[config.mk]
export PLATFORM = sky130hd
export DESIGN_NAME = xor_float_series_encoder_flat
export DESIGN_NICKNAME = d
export VERILOG_FILES = /design/src/design/xfse_pkg.sv /design/src/design/xfse_in_if.sv /design/src/design/xfse_out_if.sv /design/src/design/xfse_front.sv /design/src/design/xfse_fifo.sv /design/src/design/xfse_back.sv /design/src/design/xor_float_series_encoder.sv /design/src/flat_wrapper.sv
export SDC_FILE = /design/constraint.sdc
export NUM_CORES = 1
export LEC_CHECK = 0
export ABC_AREA = 1
export BUFFER_PORTS_ARGS = -buffer_cell sky130_fd_sc_hd__buf_2
export CAP_MARGIN = 10
export CELL_PAD_IN_SITES_DETAIL_PLACEMENT = 0
export CELL_PAD_IN_SITES_GLOBAL_PLACEMENT = 2
export CORE_AREA = 2 2 201 252
export DETAILED_ROUTE_END_ITERATION = 12
export DIE_AREA = 0 0 203 254
export GPL_ROUTABILITY_DRIVEN = 1
export PLACE_DENSITY = 0.78
export SYNTH_ARGS = -nofsm -noshare
export SYNTH_HDL_FRONTEND = slang
export SYNTH_SLANG_ARGS = --single-unit
export TNS_END_PERCENT = 20
[constraint.sdc]
create_clock -name i_clk -period 6.05 [get_ports i_clk]
set_input_delay 0.3025 -clock i_clk [delete_from_list [all_inputs] [get_ports i_clk]]
set_output_delay 0.3025 -clock i_clk [all_outputs]
set_load 0.01 [all_outputs]
[src/design/xfse_pkg.sv]
`timescale 1ns / 1ps
// shared types and constants of the xor float series encoder
// depends on nothing; every other file of the block except xfse_out_if imports it
package xfse_pkg;

    localparam int WORD_BITS    = 64;
    localparam int WORD_BYTES   = 8;
    localparam int HEADER_BYTES = 3;
    localparam int WIDE_LIMIT   = 9;

    // command queue between front and back
    localparam int FIFO_DEPTH = 4;
    localparam int PTR_W      = $clog2(FIFO_DEPTH);
    localparam int CNT_W      = $clog2(FIFO_DEPTH + 1);

    // marker bytes of the stream
    localparam logic [7:0] MARK_ZERO   = 8'd0;
    localparam logic [7:0] MARK_NARROW = 8'd1;
    localparam logic [7:0] MARK_WIDE   = 8'd2;

    typedef enum logic [1:0] {
        K_RAW    = 2'd0,
        K_ZERO   = 2'd1,
        K_NARROW = 2'd2,
        K_WIDE   = 2'd3
    } t_kind;

    typedef struct packed {
        t_kind                 kind;
        logic [WORD_BITS-1:0]  word;  // raw sample or xor
        logic [2:0]            lead;  // leading zero bytes, narrow form
        logic [2:0]            span;  // window width, narrow form
    } t_cmd;

    typedef struct packed {
        logic full;
        logic empty;
    } t_q_stat;

endpackage

[src/design/xfse_in_if.sv]
`timescale 1ns / 1ps
// input channel of the encoder: one 64-bit sample per beat
// depends on xfse_pkg
interface xfse_in_if;
    import xfse_pkg::*;

    logic                 valid;
    logic                 ready;
    logic [WORD_BITS-1:0] value_bits;
    logic                 first_of_series;

    modport source (output valid, output value_bits, output first_of_series, input ready);
    modport sink   (input valid, input value_bits, input first_of_series, output ready);
endinterface

[src/design/xfse_out_if.sv]
`timescale 1ns / 1ps
// output channel of the encoder: one stream byte per beat
// depends on nothing
interface xfse_out_if;
    logic       valid;
    logic       ready;
    logic [7:0] out_byte;
    logic       byte_last;

    modport source (output valid, output out_byte, output byte_last, input ready);
    modport sink   (input valid, input out_byte, input byte_last, output ready);
endinterface

[src/design/xfse_front.sv]
`timescale 1ns / 1ps
// front part: takes samples, keeps history, classifies each into a command
// depends on xfse_pkg
module xfse_front (
    input  logic                            i_clk,
    input  logic                            i_rst_n,
    input  logic                            i_valid,
    output logic                            o_ready,
    input  logic [xfse_pkg::WORD_BITS-1:0]  i_value_bits,
    input  logic                            i_first_of_series,
    input  xfse_pkg::t_q_stat               i_q_stat,
    output logic                            o_push,
    output xfse_pkg::t_cmd                  o_cmd
);
    import xfse_pkg::*;

    logic [WORD_BITS-1:0]  r_prev;
    logic [WORD_BITS-1:0]  x;
    logic [WORD_BYTES-1:0] nz;
    logic [3:0]            lead;
    logic [3:0]            trail;
    logic [3:0]            span;
    logic                  hit_hi;
    logic                  hit_lo;

    // no beat is taken while reset is held
    assign o_ready = i_rst_n && !i_q_stat.full;
    assign o_push  = i_valid && o_ready;
    assign x       = r_prev ^ i_value_bits;

    always_comb begin
        for (int i = 0; i < WORD_BYTES; i++) begin
            nz[i] = |x[i*8 +: 8];
        end
    end

    // zero-byte counts from both ends
    always_comb begin
        lead   = 4'd0;
        trail  = 4'd0;
        hit_hi = 1'b0;
        hit_lo = 1'b0;
        for (int i = WORD_BYTES - 1; i >= 0; i--) begin
            if (!hit_hi) begin
                if (nz[i]) begin
                    hit_hi = 1'b1;
                end else begin
                    lead = lead + 4'd1;
                end
            end
        end
        for (int i = 0; i < WORD_BYTES; i++) begin
            if (!hit_lo) begin
                if (nz[i]) begin
                    hit_lo = 1'b1;
                end else begin
                    trail = trail + 4'd1;
                end
            end
        end
    end

    assign span = 4'(WORD_BYTES) - lead - trail;

    always_comb begin
        o_cmd.word = i_first_of_series ? i_value_bits : x;
        o_cmd.lead = lead[2:0];
        o_cmd.span = span[2:0];
        if (i_first_of_series) begin
            o_cmd.kind = K_RAW;
        end else if (nz == '0) begin
            o_cmd.kind = K_ZERO;
        end else if ((5'(span) + 5'(HEADER_BYTES)) < 5'(WIDE_LIMIT)) begin
            o_cmd.kind = K_NARROW;
        end else begin
            o_cmd.kind = K_WIDE;
        end
    end

    always_ff @(posedge i_clk) begin
        if (!i_rst_n) begin
            r_prev <= '0;
        end else if (o_push) begin
            r_prev <= i_value_bits;
        end
    end

endmodule

[src/design/xfse_fifo.sv]
`timescale 1ns / 1ps
// short command queue between front and back
// depends on xfse_pkg
module xfse_fifo (
    input  logic              i_clk,
    input  logic              i_rst_n,
    input  logic              i_push,
    input  xfse_pkg::t_cmd    i_cmd,
    input  logic              i_pop,
    output xfse_pkg::t_cmd    o_cmd,
    output xfse_pkg::t_q_stat o_q_stat
);
    import xfse_pkg::*;

    t_cmd             r_slot [FIFO_DEPTH];
    logic [PTR_W-1:0] r_wr;
    logic [PTR_W-1:0] r_rd;
    logic [CNT_W-1:0] r_count;

    function automatic logic [PTR_W-1:0] next_ptr(input logic [PTR_W-1:0] p);
        if (p == PTR_W'(FIFO_DEPTH - 1)) begin
            next_ptr = '0;
        end else begin
            next_ptr = p + PTR_W'(1);
        end
    endfunction

    assign o_cmd          = r_slot[r_rd];
    assign o_q_stat.full  = (r_count == CNT_W'(FIFO_DEPTH));
    assign o_q_stat.empty = (r_count == '0);

    always_ff @(posedge i_clk) begin
        if (i_push) begin
            r_slot[r_wr] <= i_cmd;
        end
    end

    always_ff @(posedge i_clk) begin
        if (!i_rst_n) begin
            r_wr    <= '0;
            r_rd    <= '0;
            r_count <= '0;
        end else begin
            if (i_push) begin
                r_wr <= next_ptr(r_wr);
            end
            if (i_pop) begin
                r_rd <= next_ptr(r_rd);
            end
            case ({i_push, i_pop})
                2'b10:   r_count <= r_count + CNT_W'(1);
                2'b01:   r_count <= r_count - CNT_W'(1);
                default: r_count <= r_count;
            endcase
        end
    end

endmodule

[src/design/xfse_back.sv]
`timescale 1ns / 1ps
// back part: walks the head command byte by byte into the output register
// depends on xfse_pkg
module xfse_back (
    input  logic              i_clk,
    input  logic              i_rst_n,
    input  xfse_pkg::t_cmd    i_cmd,
    input  xfse_pkg::t_q_stat i_q_stat,
    output logic              o_pop,
    output logic              o_valid,
    input  logic              i_ready,
    output logic [7:0]        o_out_byte,
    output logic              o_byte_last
);
    import xfse_pkg::*;

    logic [3:0] r_idx;
    logic [7:0] r_byte;
    logic       r_last;
    logic       r_valid;
    logic [3:0] len;
    logic [3:0] pos;
    logic [3:0] idx_m1;
    logic [3:0] idx_m3;
    logic [7:0] cur_byte;
    logic       cur_last;
    logic       load;

    function automatic logic [7:0] word_byte(input logic [WORD_BITS-1:0] w,
                                             input logic [2:0] sel);
        word_byte = w[sel*8 +: 8];
    endfunction

    assign idx_m1 = r_idx - 4'd1;
    assign idx_m3 = r_idx - 4'(HEADER_BYTES);
    // window bytes go most significant first
    assign pos    = 4'd7 - {1'b0, i_cmd.lead} - idx_m3;

    always_comb begin
        case (i_cmd.kind)
            K_RAW:    len = 4'(WORD_BYTES);
            K_ZERO:   len = 4'd1;
            K_NARROW: len = 4'(HEADER_BYTES) + {1'b0, i_cmd.span};
            K_WIDE:   len = 4'(WIDE_LIMIT);
            default:  len = 4'd1;
        endcase
    end

    always_comb begin
        case (i_cmd.kind)
            K_RAW:    cur_byte = word_byte(i_cmd.word, r_idx[2:0]);
            K_ZERO:   cur_byte = MARK_ZERO;
            K_NARROW: begin
                if (r_idx == 4'd0) begin
                    cur_byte = MARK_NARROW;
                end else if (r_idx == 4'd1) begin
                    cur_byte = {5'd0, i_cmd.lead};
                end else if (r_idx == 4'd2) begin
                    cur_byte = {5'd0, i_cmd.span};
                end else begin
                    cur_byte = word_byte(i_cmd.word, pos[2:0]);
                end
            end
            K_WIDE: begin
                if (r_idx == 4'd0) begin
                    cur_byte = MARK_WIDE;
                end else begin
                    cur_byte = word_byte(i_cmd.word, idx_m1[2:0]);
                end
            end
            default:  cur_byte = MARK_ZERO;
        endcase
    end

    assign cur_last = (r_idx == len - 4'd1);
    assign load     = !i_q_stat.empty && (!r_valid || i_ready);
    assign o_pop    = load && cur_last;

    assign o_valid     = r_valid;
    assign o_out_byte  = r_byte;
    assign o_byte_last = r_last;

    always_ff @(posedge i_clk) begin
        if (load) begin
            r_byte <= cur_byte;
            r_last <= cur_last;
        end
    end

    always_ff @(posedge i_clk) begin
        if (!i_rst_n) begin
            r_idx   <= '0;
            r_valid <= 1'b0;
        end else begin
            if (load) begin
                r_valid <= 1'b1;
                r_idx   <= cur_last ? 4'd0 : r_idx + 4'd1;
            end else if (i_ready) begin
                r_valid <= 1'b0;
            end
        end
    end

endmodule

[src/design/xor_float_series_encoder.sv]
`timescale 1ns / 1ps
// top level of the xor float series encoder: front, command queue, back
// depends on xfse_pkg, xfse_in_if, xfse_out_if, xfse_front, xfse_fifo, xfse_back
//
//   channel  dir  beat carries                          handshake
//   i_in     in   value_bits[63:0], first_of_series     valid/ready
//   o_out    out  out_byte[7:0], byte_last              valid/ready
//
// one sample gives 1 to 9 output bytes; the back moves one byte per cycle through
// the byte-wide output register while o_out is ready and the queue holds a command
// the front takes a beat every cycle while the four-entry command queue has room
// a sample passes from its input beat through the command queue into the output
// register; earlier commands in the queue or a stall on o_out can hold it back
// synchronous active-low reset empties the queue, clears the sample history and
// holds i_in ready low
// a stall on o_out holds the output register; the queue absorbs input meanwhile
module xor_float_series_encoder (
    input  logic       i_clk,
    input  logic       i_rst_n,
    xfse_in_if.sink    i_in,
    xfse_out_if.source o_out
);
    import xfse_pkg::*;

    t_cmd    q_wr_cmd;
    t_cmd    q_head;
    t_q_stat q_stat;
    logic    q_push;
    logic    q_pop;

    // front: xor with history, zero-byte counts, choice of form
    xfse_front u_front (
        .i_clk             (i_clk),
        .i_rst_n           (i_rst_n),
        .i_valid           (i_in.valid),
        .o_ready           (i_in.ready),
        .i_value_bits      (i_in.value_bits),
        .i_first_of_series (i_in.first_of_series),
        .i_q_stat          (q_stat),
        .o_push            (q_push),
        .o_cmd             (q_wr_cmd)
    );

    // commands waiting for the back
    xfse_fifo u_fifo (
        .i_clk    (i_clk),
        .i_rst_n  (i_rst_n),
        .i_push   (q_push),
        .i_cmd    (q_wr_cmd),
        .i_pop    (q_pop),
        .o_cmd    (q_head),
        .o_q_stat (q_stat)
    );

    // back: byte sequencer and output register
    xfse_back u_back (
        .i_clk       (i_clk),
        .i_rst_n     (i_rst_n),
        .i_cmd       (q_head),
        .i_q_stat    (q_stat),
        .o_pop       (q_pop),
        .o_valid     (o_out.valid),
        .i_ready     (o_out.ready),
        .o_out_byte  (o_out.out_byte),
        .o_byte_last (o_out.byte_last)
    );

    // queue never pops while empty
    a_no_pop_empty: assert property (@(posedge i_clk) disable iff (!i_rst_n)
        q_pop |-> !q_stat.empty)
        else $error("command queue popped while empty");

    // queue never pushed while full
    a_no_push_full: assert property (@(posedge i_clk) disable iff (!i_rst_n)
        q_push |-> !q_stat.full)
        else $error("command queue pushed while full");

    // a pop always comes with a byte marked last in the next output beat
    a_pop_last: assert property (@(posedge i_clk) disable iff (!i_rst_n)
        q_pop |=> (o_out.valid && o_out.byte_last))
        else $error("command retired without a last byte");

endmodule
[src/flat_wrapper.sv]
// flat-port wrapper written by rule: the top's interface ports become plain ports
module xor_float_series_encoder_flat import xfse_pkg::*;
  (i_clk, i_rst_n, i_in_valid, i_in_value_bits, i_in_first_of_series, i_in_ready, o_out_valid, o_out_out_byte, o_out_byte_last, o_out_ready);
  xfse_in_if i_in_i ();
  xfse_out_if o_out_i ();
  input  logic i_clk;
  input  logic i_rst_n;
  input wire logic [$bits(i_in_i.valid)-1:0] i_in_valid;
  input wire logic [$bits(i_in_i.value_bits)-1:0] i_in_value_bits;
  input wire logic [$bits(i_in_i.first_of_series)-1:0] i_in_first_of_series;
  output wire logic [$bits(i_in_i.ready)-1:0] i_in_ready;
  output wire logic [$bits(o_out_i.valid)-1:0] o_out_valid;
  output wire logic [$bits(o_out_i.out_byte)-1:0] o_out_out_byte;
  output wire logic [$bits(o_out_i.byte_last)-1:0] o_out_byte_last;
  input wire logic [$bits(o_out_i.ready)-1:0] o_out_ready;
  assign i_in_i.valid = i_in_valid;
  assign i_in_i.value_bits = i_in_value_bits;
  assign i_in_i.first_of_series = i_in_first_of_series;
  assign i_in_ready = i_in_i.ready;
  assign o_out_valid = o_out_i.valid;
  assign o_out_out_byte = o_out_i.out_byte;
  assign o_out_byte_last = o_out_i.byte_last;
  assign o_out_i.ready = o_out_ready;
  xor_float_series_encoder u_core (.i_clk(i_clk), .i_rst_n(i_rst_n), .i_in(i_in_i), .o_out(o_out_i));
endmodule
==> flow_summary_export.csv, run 1 <==
group,metric,value,unit
global_route,grt_max_degree,90,
die,core_area,49100,um2
critical_path,required,6.33,ns
run_status,status,"complete, no violations",
yosys,synth_area,19000,um2
die,die_x,203,um
clock_tree,clock_path_buffers,3,
place,pre_cts_ws,0.00931,ns
route,drt_wl_total,56.8,mm
sta,fin_skew,0.0230,ns
die,dieHeight,254,um
yosys,yosysSeqAreaShare,55.1,%
sta,max_freq,181,MHz
yosys,ys_ff_latch,375,
clock_tree,numCtsBuffers,40,
die,ios,80,
sta,relSlewSlack,17.4,%
sta,fin_setup_tns,0,ns
yosys,synth_edf_count,297,
sta,setup_viol,0,
cells_and_area,multi_input_area,7670,um2
global_route,antenna_found_initial,1,
yosys,synthArstFlopShare,0,%
sta,finalCriticalPeriod,5.53,ns
cells_and_area,syn_to_final_growth,15.6,%
yosys,netlist_instances,2161,
yosys,synth_top_area_share,46.9,%
route,drc,0,
place,gp_congestion,0.840,
route,viasPerCell,5.20,
critical_path,crit_path_frequent_cell,"nand2_1",
cells_and_area,diodes,0,
cells_and_area,nFillCells,4779,
critical_path,crit_type,"input port to register",
clock_tree,cts_max_level,2,
worst_hold_path,whs_path_depth,3,
route,ant_nets,0,
worst_hold_path,hp-class,"input port to register",
yosys,yosys-top-cells-area,"edfxtp_1, nand2_1, dfxtp_1",
place,port-buffer-count,79,
cells_and_area,fin_nets,2319,
critical_path,max_stage_delay,0.53,ns
route,dr.pass1.iters,5,
route,drtIter0Drc,1021,
cells_and_area,drive_above_1_share,13.4,%
critical_path,arrival,5.81,ns
global_route,grt_use_total,22.4,%
yosys,yosysMostFrequentCell,"nand2_1",
critical_path,worstSetupStartpointType,"input port",
critical_path,critPathLaunch,"i_in_value_bits[59]",
die,rows,91,
route,wl_per_cell,19.6,um
die,initial_core_util,38.8,%
power_and_ir_drop,powerDensity,312,nW/um2
power_and_ir_drop,leakage,9.01,nW
yosys,yosys.area.top_type,"edfxtp_1",
critical_path,crit_slowest_cell,"dlygate4sd3_1",
critical_path,crit_path_max_fanout,4,
clock_tree,worstSkewPairLatency,0.58,ns
flow_run,cap_violations,0,
sta,slew_viol_final,0,
global_route,overflow,0,
critical_path,reg2regPathDepth,40,
sta,worst_pin_slew,1.23,ns
critical_path,r2r_slack,0.53,ns
die,die_area,51600,um2
power_and_ir_drop,finalPower,6.87,mW
worst_hold_path,hold_end,"u_core.u_front.r_prev[26]",
worst_hold_path,min_from,"i_in_value_bits[26]",
yosys,yosys_warnings,0,
clock_tree,cts-root-buf,"clkbuf_16",
place,hpwl,38.2,mm
power_and_ir_drop,vdd_drop_max,0.206,mV
cells_and_area,regArea,10500,um2
yosys,synth.distinct_cells,53,
route,num_vias,15100,
global_route,grt_pass1_wl,86.7,mm
sta,final_hold_viol_count,0,
yosys,syn_nets,2262,
critical_path,rr_endpoint,"u_core.u_fifo.r_slot[0][70]",
yosys,synth_top_flop_cell,"edfxtp_1",
clock_tree,cts_tree,"built",
sta,setup_slack,0.519,ns
critical_path,end_kind,"register",
global_route,grt_pass1_vias,14200,
sta,post-route-period-util,91.4,%
clock_tree,clk_pin_slew,0.07,ns
yosys,synth_common_cells,"nand2_1, edfxtp_1, nand3_1, o21ai_0, inv_1",
yosys,syn_avg_cell_area,8.81,um2
critical_path,rr_startpoint,"u_core.u_front.r_prev[14]",
clock_tree,cts_sinks,375,
==> worst max-delay path: cells and delay by family <==
kind,cells,cell delay [ns]
adder cells (fa/ha/maj),8,2.07
buffers and inverters,11,1.18
AO/OA/AOI/OAI,4,0.42
XOR/XNOR,2,0.29
AND/OR/NAND/NOR,17,1.53
==> power by group <==
group	internal (mW)	switching [mW]
logic	0.397	0.914
clock network	1.49	1.07
registers	2.93	0.0603
==> layout by cell type (no fill, tap or decap), types with 37 or more instances in the layout <==
| cell type | count |
|---|---|
| nand2_1 | 688 |
| edfxtp_1 | 297 |
| nand3_1 | 195 |
| o21ai_0 | 181 |
| inv_1 | 179 |
| a21oi_1 | 96 |
| buf_2 | 70 |
| dfxtp_1 | 62 |
| nor2_1 | 53 |
| clkbuf_16 | 42 |
| a32o_1 | 38 |
| buf_4 | 37 |
==> metal layers <==
| layer | share of wire [%] | global-route usage, % |
|---|---|---|
| met5 | 0 | 0 |
| met4 | 2.6 | 7.17 |
| met3 | 4.7 | 2.31 |
| met2 | 48 | 37.3 |
| met1 | 45 | 30.6 |
==> worst max-delay path by stage <==
stage                                   to  slack [ns]  cells past startpoint
2_1_floorplan  u_core.u_fifo.r_slot[0][70]        0.75                     43
3_3_place_gp   u_core.u_fifo.r_slot[0][70]        0.07                     41
3_5_place_dp   u_core.u_fifo.r_slot[0][70]       0.009                     41
4_1_cts        u_core.u_fifo.r_slot[0][70]        0.02                     42
5_1_grt        u_core.u_fifo.r_slot[0][70]       -0.04                     44
6_report       u_core.u_fifo.r_slot[0][70]        0.52                     42
==> through the flow <==
stage | cell area [um2] | std cells | util, % | hold WS (ns)
after global placement | 20100 | 2815 | 41.1 | 0.466
after detailed placement | 20100 | 2815 | 41.1 | 0.469
after floorplan | 19000 | 2161 | - | 0.413
final | 22000 | 2900 | 44.8 | 0.0342
after CTS | 21700 | 2905 | 44.2 | 0.00122
after global routing | 22000 | 2900 | 44.8 | 0.0374
==> state kept, by name, indices dropped and copies added, names as in the netlist, named ones only <==
register,flops
u_core.u_back.o_out_byte,8
u_core.u_front.r_prev,64
u_core.u_fifo.r_count,3
u_core.u_fifo.r_wr,2
u_core.u_back.r_idx,4
u_core.u_back.o_byte_last,1
u_core.u_back.o_valid,1
u_core.u_fifo.r_slot,288
u_core.u_fifo.r_rd,2
==> area by class of cell <==
type | count | area share (%)
clock buffers | 48 | 4.88
clock inverters | 25 | 1.30
inverters | 207 | 3.57
multi-input cells | 1467 | 34.8
flip-flops and latches | 375 | 47.7
well taps | 651 | 3.70
repair buffers | 127 | 3.98
==> what timing repair did <==
action,4_1_cts,5_1_grt
gates resized for setup,0,91
endpoints found under the setup margin,0,4
endpoints found under the hold margin,17,0
buffers inserted,0,4
hold buffers,17,0
==> cells by family (layout without fill, tap and decap cells) <==
group,count (synthesis),count (layout),synth area share [%]
adder cells (fa/ha/maj),32,32,2.18
flip-flops,375,375,55.1
buffers and inverters,319,407,6.49
AND/OR/NAND/NOR,1012,1012,22.2
AO/OA/AOI/OAI,388,388,12.5
XOR/XNOR,35,35,1.61
Power figures use the tool's default switching activity.
==> run 2, diff against run 1 <==
- CELL_PAD_IN_SITES_GLOBAL_PLACEMENT: 2 -> 1
- CORE_AREA: 2 2 201 252 -> 2 2 182 228
- DIE_AREA: 0 0 203 254 -> 0 0 184 230
- PLACE_DENSITY: 0.78 -> 0.77
- SLEW_MARGIN: not set -> 30
==> run 2 against run 1 <==
  * Clock skew is 0.0026 ns lower
  * Critical path depth grew 2
  * Sequential share of layout area is 0.61 points higher
  * First-iteration DRC count rose by 49%
  * Global-route usage increased by 2.6 points
  * Clock power shrank 4%
==> flow_summary_export.csv, run 2 (synthesized netlist as in run 1, its figures left out) <==
group,metric,value,unit
route,dr.pass1.iters,7,
worst_hold_path,whs_path_depth,3,
cells_and_area,largest_reg_flops,288,
die,ios,80,
cells_and_area,syn_to_final_growth,14.1,%
sta,worst_pin_slew,1.02,ns
cells_and_area,final_cells,2754,
clock_tree,cts_tree,"built",
route,num_vias,15100,
route,viasPerCell,5.49,
place,placed_cells,2663,
cells_and_area,multi_input_area,7640,um2
sta,post-route-period-util,93.9,%
critical_path,required,6.31,ns
place,pre_cts_ws,-0.0517,ns
die,die_x,184,um
clock_tree,clk_pin_slew,0.06,ns
power_and_ir_drop,vdd_drop_max,0.269,mV
route,drt_wl_total,52.9,mm
cells_and_area,drive_above_1_share,13.0,%
cells_and_area,layout_common_cells,"nand2_1, edfxtp_1, nand3_1, o21ai_0, inv_1",
critical_path,critPathLaunch,"i_in_value_bits[40]",
critical_path,reg2regPathDepth,45,
place,gp_congestion,0.893,
critical_path,max_stage_delay,0.53,ns
sta,setup_viol,0,
critical_path,arrival,5.94,ns
die,core_area,40000,um2
route,ant_nets,0,
global_route,overflow,0,
critical_path,crit_path_frequent_cell,"nand2_2",
global_route,grt_max_degree,99,
worst_hold_path,min_from,"i_in_value_bits[56]",
cells_and_area,regArea,10500,um2
route,wl_per_cell,19.2,um
worst_hold_path,hp-class,"input port to register",
die,die_area,42300,um2
critical_path,crit_slowest_cell,"dlygate4sd3_1",
cells_and_area,fin_nets,2317,
cells_and_area,layout_commonest_cell,"nand2_1",
global_route,grt_pass1_vias,13900,
sta,final_hold_viol_count,0,
critical_path,end_kind,"register",
place,hpwl,35.3,mm
critical_path,worstSetupStartpointType,"input port",
run_status,status,"complete, no violations",
place,port-buffer-count,79,
sta,relSlewSlack,31.1,%
sta,fin_skew,0.0204,ns
cells_and_area,final_util,54.3,%
sta,finalCriticalPeriod,5.68,ns
die,rows,82,
sta,slew_viol_final,0,
cells_and_area,top_register,"u_core.u_fifo.r_slot",
clock_tree,worstSkewPairLatency,0.55,ns
cells_and_area,nFillCells,3564,
clock_tree,clock_path_buffers,3,
route,drtIter0Drc,1525,
global_route,grt_use_total,25.0,%
clock_tree,cts_sinks,375,
clock_tree,cts_max_level,2,
global_route,antenna_found_initial,2,
power_and_ir_drop,leakage,8.92,nW
sta,setup_slack,0.366,ns
clock_tree,numCtsBuffers,40,
flow_run,cap_violations,0,
die,initial_core_util,47.6,%
sta,max_freq,176,MHz
power_and_ir_drop,powerDensity,310,nW/um2
critical_path,rr_startpoint,"u_core.u_front.r_prev[60]",
critical_path,crit_path_max_fanout,4,
clock_tree,cts-root-buf,"clkbuf_16",
die,dieHeight,230,um
critical_path,crit_type,"input port to register",
global_route,grt_pass1_wl,79.5,mm
route,drc,0,
run 2: area by class of cell:
class	instances	area share, %
Inverter	207	3.61
Clock inverter	25	1.18
Sequential cell	375	48.3
Multi-Input combinational cell	1467	35.2
Timing Repair Buffer	125	3.87
Tap cell	504	2.90
Clock buffer	49	4.91
Antenna cell	2	0.0231
run 2: through the flow:
stage	instance area [um2]	setup TNS, ns	power, mW	hold slack [ns]
after detailed placement	19900	-0.207	4.28	0.470
after CTS	21400	0	6.75	0.00430
final	21700	0	6.73	0.0466
after floorplan	19000	0	3.87	0.413
after global placement	19900	0	4.26	0.465
after global routing	21700	-0.215	7.02	0.0513
run 2: timing repair:
item | 4_1_cts | 5_1_grt
hold endpoints to repair | 14 | 0
endpoints found under the setup margin | 0 | 8
hold buffers | 14 | 0
setup buffers | 0 | 10
resized for setup | 0 | 76
run 2: routing by layer:
| metal | wire, um | share of wire (%) | global-route usage (%) | vias up |
|---|---|---|---|---|
| li1 | - | - | - | 7449 |
| met1 | 23300 | 44 | 34.2 | 7130 |
| met2 | 25000 | 47 | 40.1 | 459 |
| met3 | 2950 | 5.6 | 3.63 | 81 |
| met4 | 1670 | 3.2 | 9.90 | 0 |
| met5 | 0 | 0 | 0 | - |
run 2: critical path: cells and delay by family:
kind	cells	cell delay, ns
fa+ha+maj	8	2.18
compound gates	4	0.45
buf+inv	10	1.09
xor+xnor	2	0.31
simple gates	20	1.62
run 2: power breakdown:
part	internal (mW)	leakage [nW]	total (mW)	switching [mW]
clock network	1.44	0.633	2.46	1.02
registers	2.93	3.36	2.99	0.0572
logic	0.391	4.92	1.28	0.890
run 2: worst paths after layout:
check,endpoint,slack [ns]
worst max-delay path,u_core.u_fifo.r_slot[1][70],0.37
worst min-delay path,u_core.u_front.r_prev[56],0.05
worst max register to register,u_core.u_fifo.r_slot[1][70],0.40
worst min register to register,u_core.u_front.r_prev[61],0.48
==> run 3, diff against run 2 <==
- ABC_AREA: 1 -> not set
- CORE_AREA: 2 2 182 228 -> 2 2 170 214
- DIE_AREA: 0 0 184 230 -> 0 0 172 216
==> run 3 against run 2 <==
  * The run now ends with setup timing left
  * Utilization grew 7.4 points
  * Combinational power is 16% higher
  * Clock power shrank 4%
  * Critical path type is now register to register
  * Critical endpoint unchanged
  * Largest cell class unchanged
  * Highest routed layer unchanged
==> flow_summary_export.csv, run 3 <==
group,metric,value,unit
run_status,status,"complete, but fails checks",
run_status,violations,"setup timing",
place,gp_congestion,0.892,
worst_hold_path,hp-class,"input port to register",
place,port-buffer-count,79,
die,dieHeight,216,um
sta,slew_viol_final,0,
yosys,syn_avg_cell_area,14.2,um2
yosys,synth.distinct_cells,60,
flow_run,cap_violations,0,
cells_and_area,fin_nets,1616,
global_route,grt.met2_usage,39.7,%
sta,post-route-period-util,112,%
sta,max_freq,147,MHz
yosys,yosysMostFrequentCell,"edfxtp_1",
critical_path,end_kind,"register",
clock_tree,numCtsBuffers,38,
clock_tree,holdBufCountCts,0,
power_and_ir_drop,leakage,7.88,nW
global_route,overflow,0,
critical_path,crit_type,"register to register",
clock_tree,clk_pin_slew,0.06,ns
global_route,grt_pass1_wl,66.7,mm
cells_and_area,top_register,"u_core.u_fifo.r_slot",
yosys,synth_top_family_by_area,"multiplexers",
cells_and_area,layout_commonest_cell,"edfxtp_1",
cells_and_area,syn_to_final_growth,19.7,%
yosys,synth_edf_count,297,
route,ant_nets,0,
clock_tree,cts_max_level,2,
place,hpwl,30.1,mm
yosys,synth_compound_area_share,2.45,%
yosys,synthMuxAreaShare,17.1,%
power_and_ir_drop,powerDensity,317,nW/um2
place,placed_cells,1947,
clock_tree,worstSkewPairLatency,0.53,ns
route,drt_wl_total,43.6,mm
cells_and_area,nFillCells,2751,
yosys,yosys.area_share.adder,2.30,%
critical_path,max_stage_delay,0.52,ns
yosys,synth_xor_area_share,6.93,%
clock_tree,cts-root-buf,"clkbuf_16",
yosys,synth_common_cells,"edfxtp_1, nand2_1, mux4_2, xnor2_1, dfxtp_1",
sta,relSlewSlack,34.6,%
critical_path,crit_slowest_cell,"or4_4",
yosys,ys_ff_latch,375,
die,initial_core_util,51.5,%
die,ios,80,
yosys,yosys-top-cells-area,"edfxtp_1, mux4_2, dfxtp_1",
global_route,grt_busiest_layer,"met2",
die,core_area,35100,um2
global_route,grtUsageMet3,3.69,%
global_route,grt_pass1_vias,11300,
place,dpl_cell_area,20300,um2
critical_path,worstSetupStartpointType,"register",
route,viasPerCell,5.59,
global_route,antenna_found_initial,0,
route,num_vias,11300,
sta,worst_pin_slew,0.980,ns
power_and_ir_drop,finalPower,6.86,mW
route,drc,0,
yosys,synth_area,18100,um2
clock_tree,cts_tree,"built",
route,wl_per_cell,21.6,um
sta,final_hold_viol_count,0,
sta,finalCriticalPeriod,6.80,ns
cells_and_area,drive_above_1_share,32.3,%
yosys,syn_nets,1371,
yosys,yosys.area.top_type,"edfxtp_1",
clock_tree,cts_sinks,375,
global_route,grt_use_total,24.3,%
cells_and_area,multi_input_area,7350,um2
sta,setup_slack,-0.749,ns
power_and_ir_drop,vdd_drop_max,0.211,mV
yosys,netlist_instances,1270,
sta,rsz0062_at_grt,"yes",
critical_path,crit_path_frequent_cell,"a21oi_2",
global_route,grt_max_degree,67,
sta,fin_setup_tns,-3.94,ns
global_route,grt.met1_usage,33.3,%
die,rows,77,
cells_and_area,regArea,10500,um2
cells_and_area,diodes,0,
cells_and_area,final_util,61.7,%
die,die_area,37200,um2
cells_and_area,largest_reg_flops,288,
yosys,synth-simple-area-share,11.1,%
critical_path,arrival,7.05,ns
yosys,synth_top_flop_cell,"edfxtp_1",
cells_and_area,stdcell_area,21600,um2
sta,setup_viol,8,
clock_tree,clock_path_buffers,3,
critical_path,required,6.30,ns
route,dr.pass1.iters,5,
yosys,yosysSeqAreaShare,58.0,%
yosys,yosys_warnings,0,
critical_path,crit_path_max_fanout,4,
cells_and_area,layout_common_cells,"edfxtp_1, buf_4, nand2_1, mux4_2, xnor2_1",
yosys,synth_top_area_share,49.4,%
cells_and_area,final_cells,2018,
yosys,synthArstFlopShare,0,%
die,die_x,172,um
route,drtIter0Drc,843,
sta,fin_skew,0.0113,ns
run 3: cell types whose count changed in the layout (fill, tap and decap cells not counted), moves of 31 or more:
cell and delta:
a21oi_1 -82, a32o_1 -38, buf_4 +151, inv_1 -147, mux2i_1 +31, mux4_2 +120
nand2_1 -528, nand2b_1 +66, nand3_1 -118, nor2_1 -33, o21ai_0 -173, xnor2_1 +92
run 3: power breakdown:
| group | leakage (nW) | switching, mW | internal, mW |
|---|---|---|---|
| Clock | 0.603 | 0.970 | 1.38 |
| Sequential | 3.37 | 0.0658 | 2.95 |
| Combinational | 3.91 | 0.774 | 0.719 |
run 3: logic make-up after synthesis:
logic type | Yosys count
AND/OR/NAND/NOR | 392
buffers and inverters | 99
flip-flops | 375
XOR/XNOR | 142
AO/OA/AOI/OAI | 73
adder cells (fa/ha/maj) | 32
multiplexers | 157
run 3: worst paths after layout:
check        slack (ns)                 startpoint                           to  cells after the start
max               -0.75  u_core.u_front.r_prev[12]  u_core.u_fifo.r_slot[1][70]                     31
min                0.04                o_out_ready        u_core.u_back.o_valid                      4
max reg2reg       -0.75  u_core.u_front.r_prev[12]  u_core.u_fifo.r_slot[1][70]                     31
min reg2reg        0.46      u_core.u_back.o_valid        u_core.u_back.o_valid                      2
run 3: final cells by class:
cell class	instances	share of cell area (%)
Clock buffer	49	4.93
Clock inverter	20	0.839
Inverter	37	0.642
Multi-Input combinational cell	796	34.0
Sequential cell	375	48.5
Tap cell	474	2.74
Timing Repair Buffer	267	8.37
run 3: critical path: cells and delay by family, from the launching register on:
family | cells | cell delay (ns)
flip-flops | 1 | 0.32
buffers and inverters | 3 | 0.14
XOR/XNOR | 3 | 0.51
AND/OR/NAND/NOR | 5 | 1.62
AO/OA/AOI/OAI | 9 | 1.14
adder cells (fa/ha/maj) | 7 | 1.86
multiplexers | 4 | 0.90
run 3: metal layers:
layer  up-vias  wire length [um]
met3        69              2170
met5         -                 0
li1       5241                 -
met2       296             21600
met4         0              1500
met1      5665             18300
run 3: per-stage QoR:
step | setup WS [ns] | hold WS, ns
4_1_cts | -0.805 | 0.0210
6_report | -0.749 | 0.0387
5_1_grt | -1.10 | 0.0512
3_5_place_dp | -1.02 | 0.460
3_3_place_gp | -0.972 | 0.450
2_1_floorplan | -0.443 | 0.401
run 3: timing repair:
action	CTS	global route
pin swaps	13	5
resized for setup	8	6
setup endpoints to repair	8	8
buffers inserted	2	0
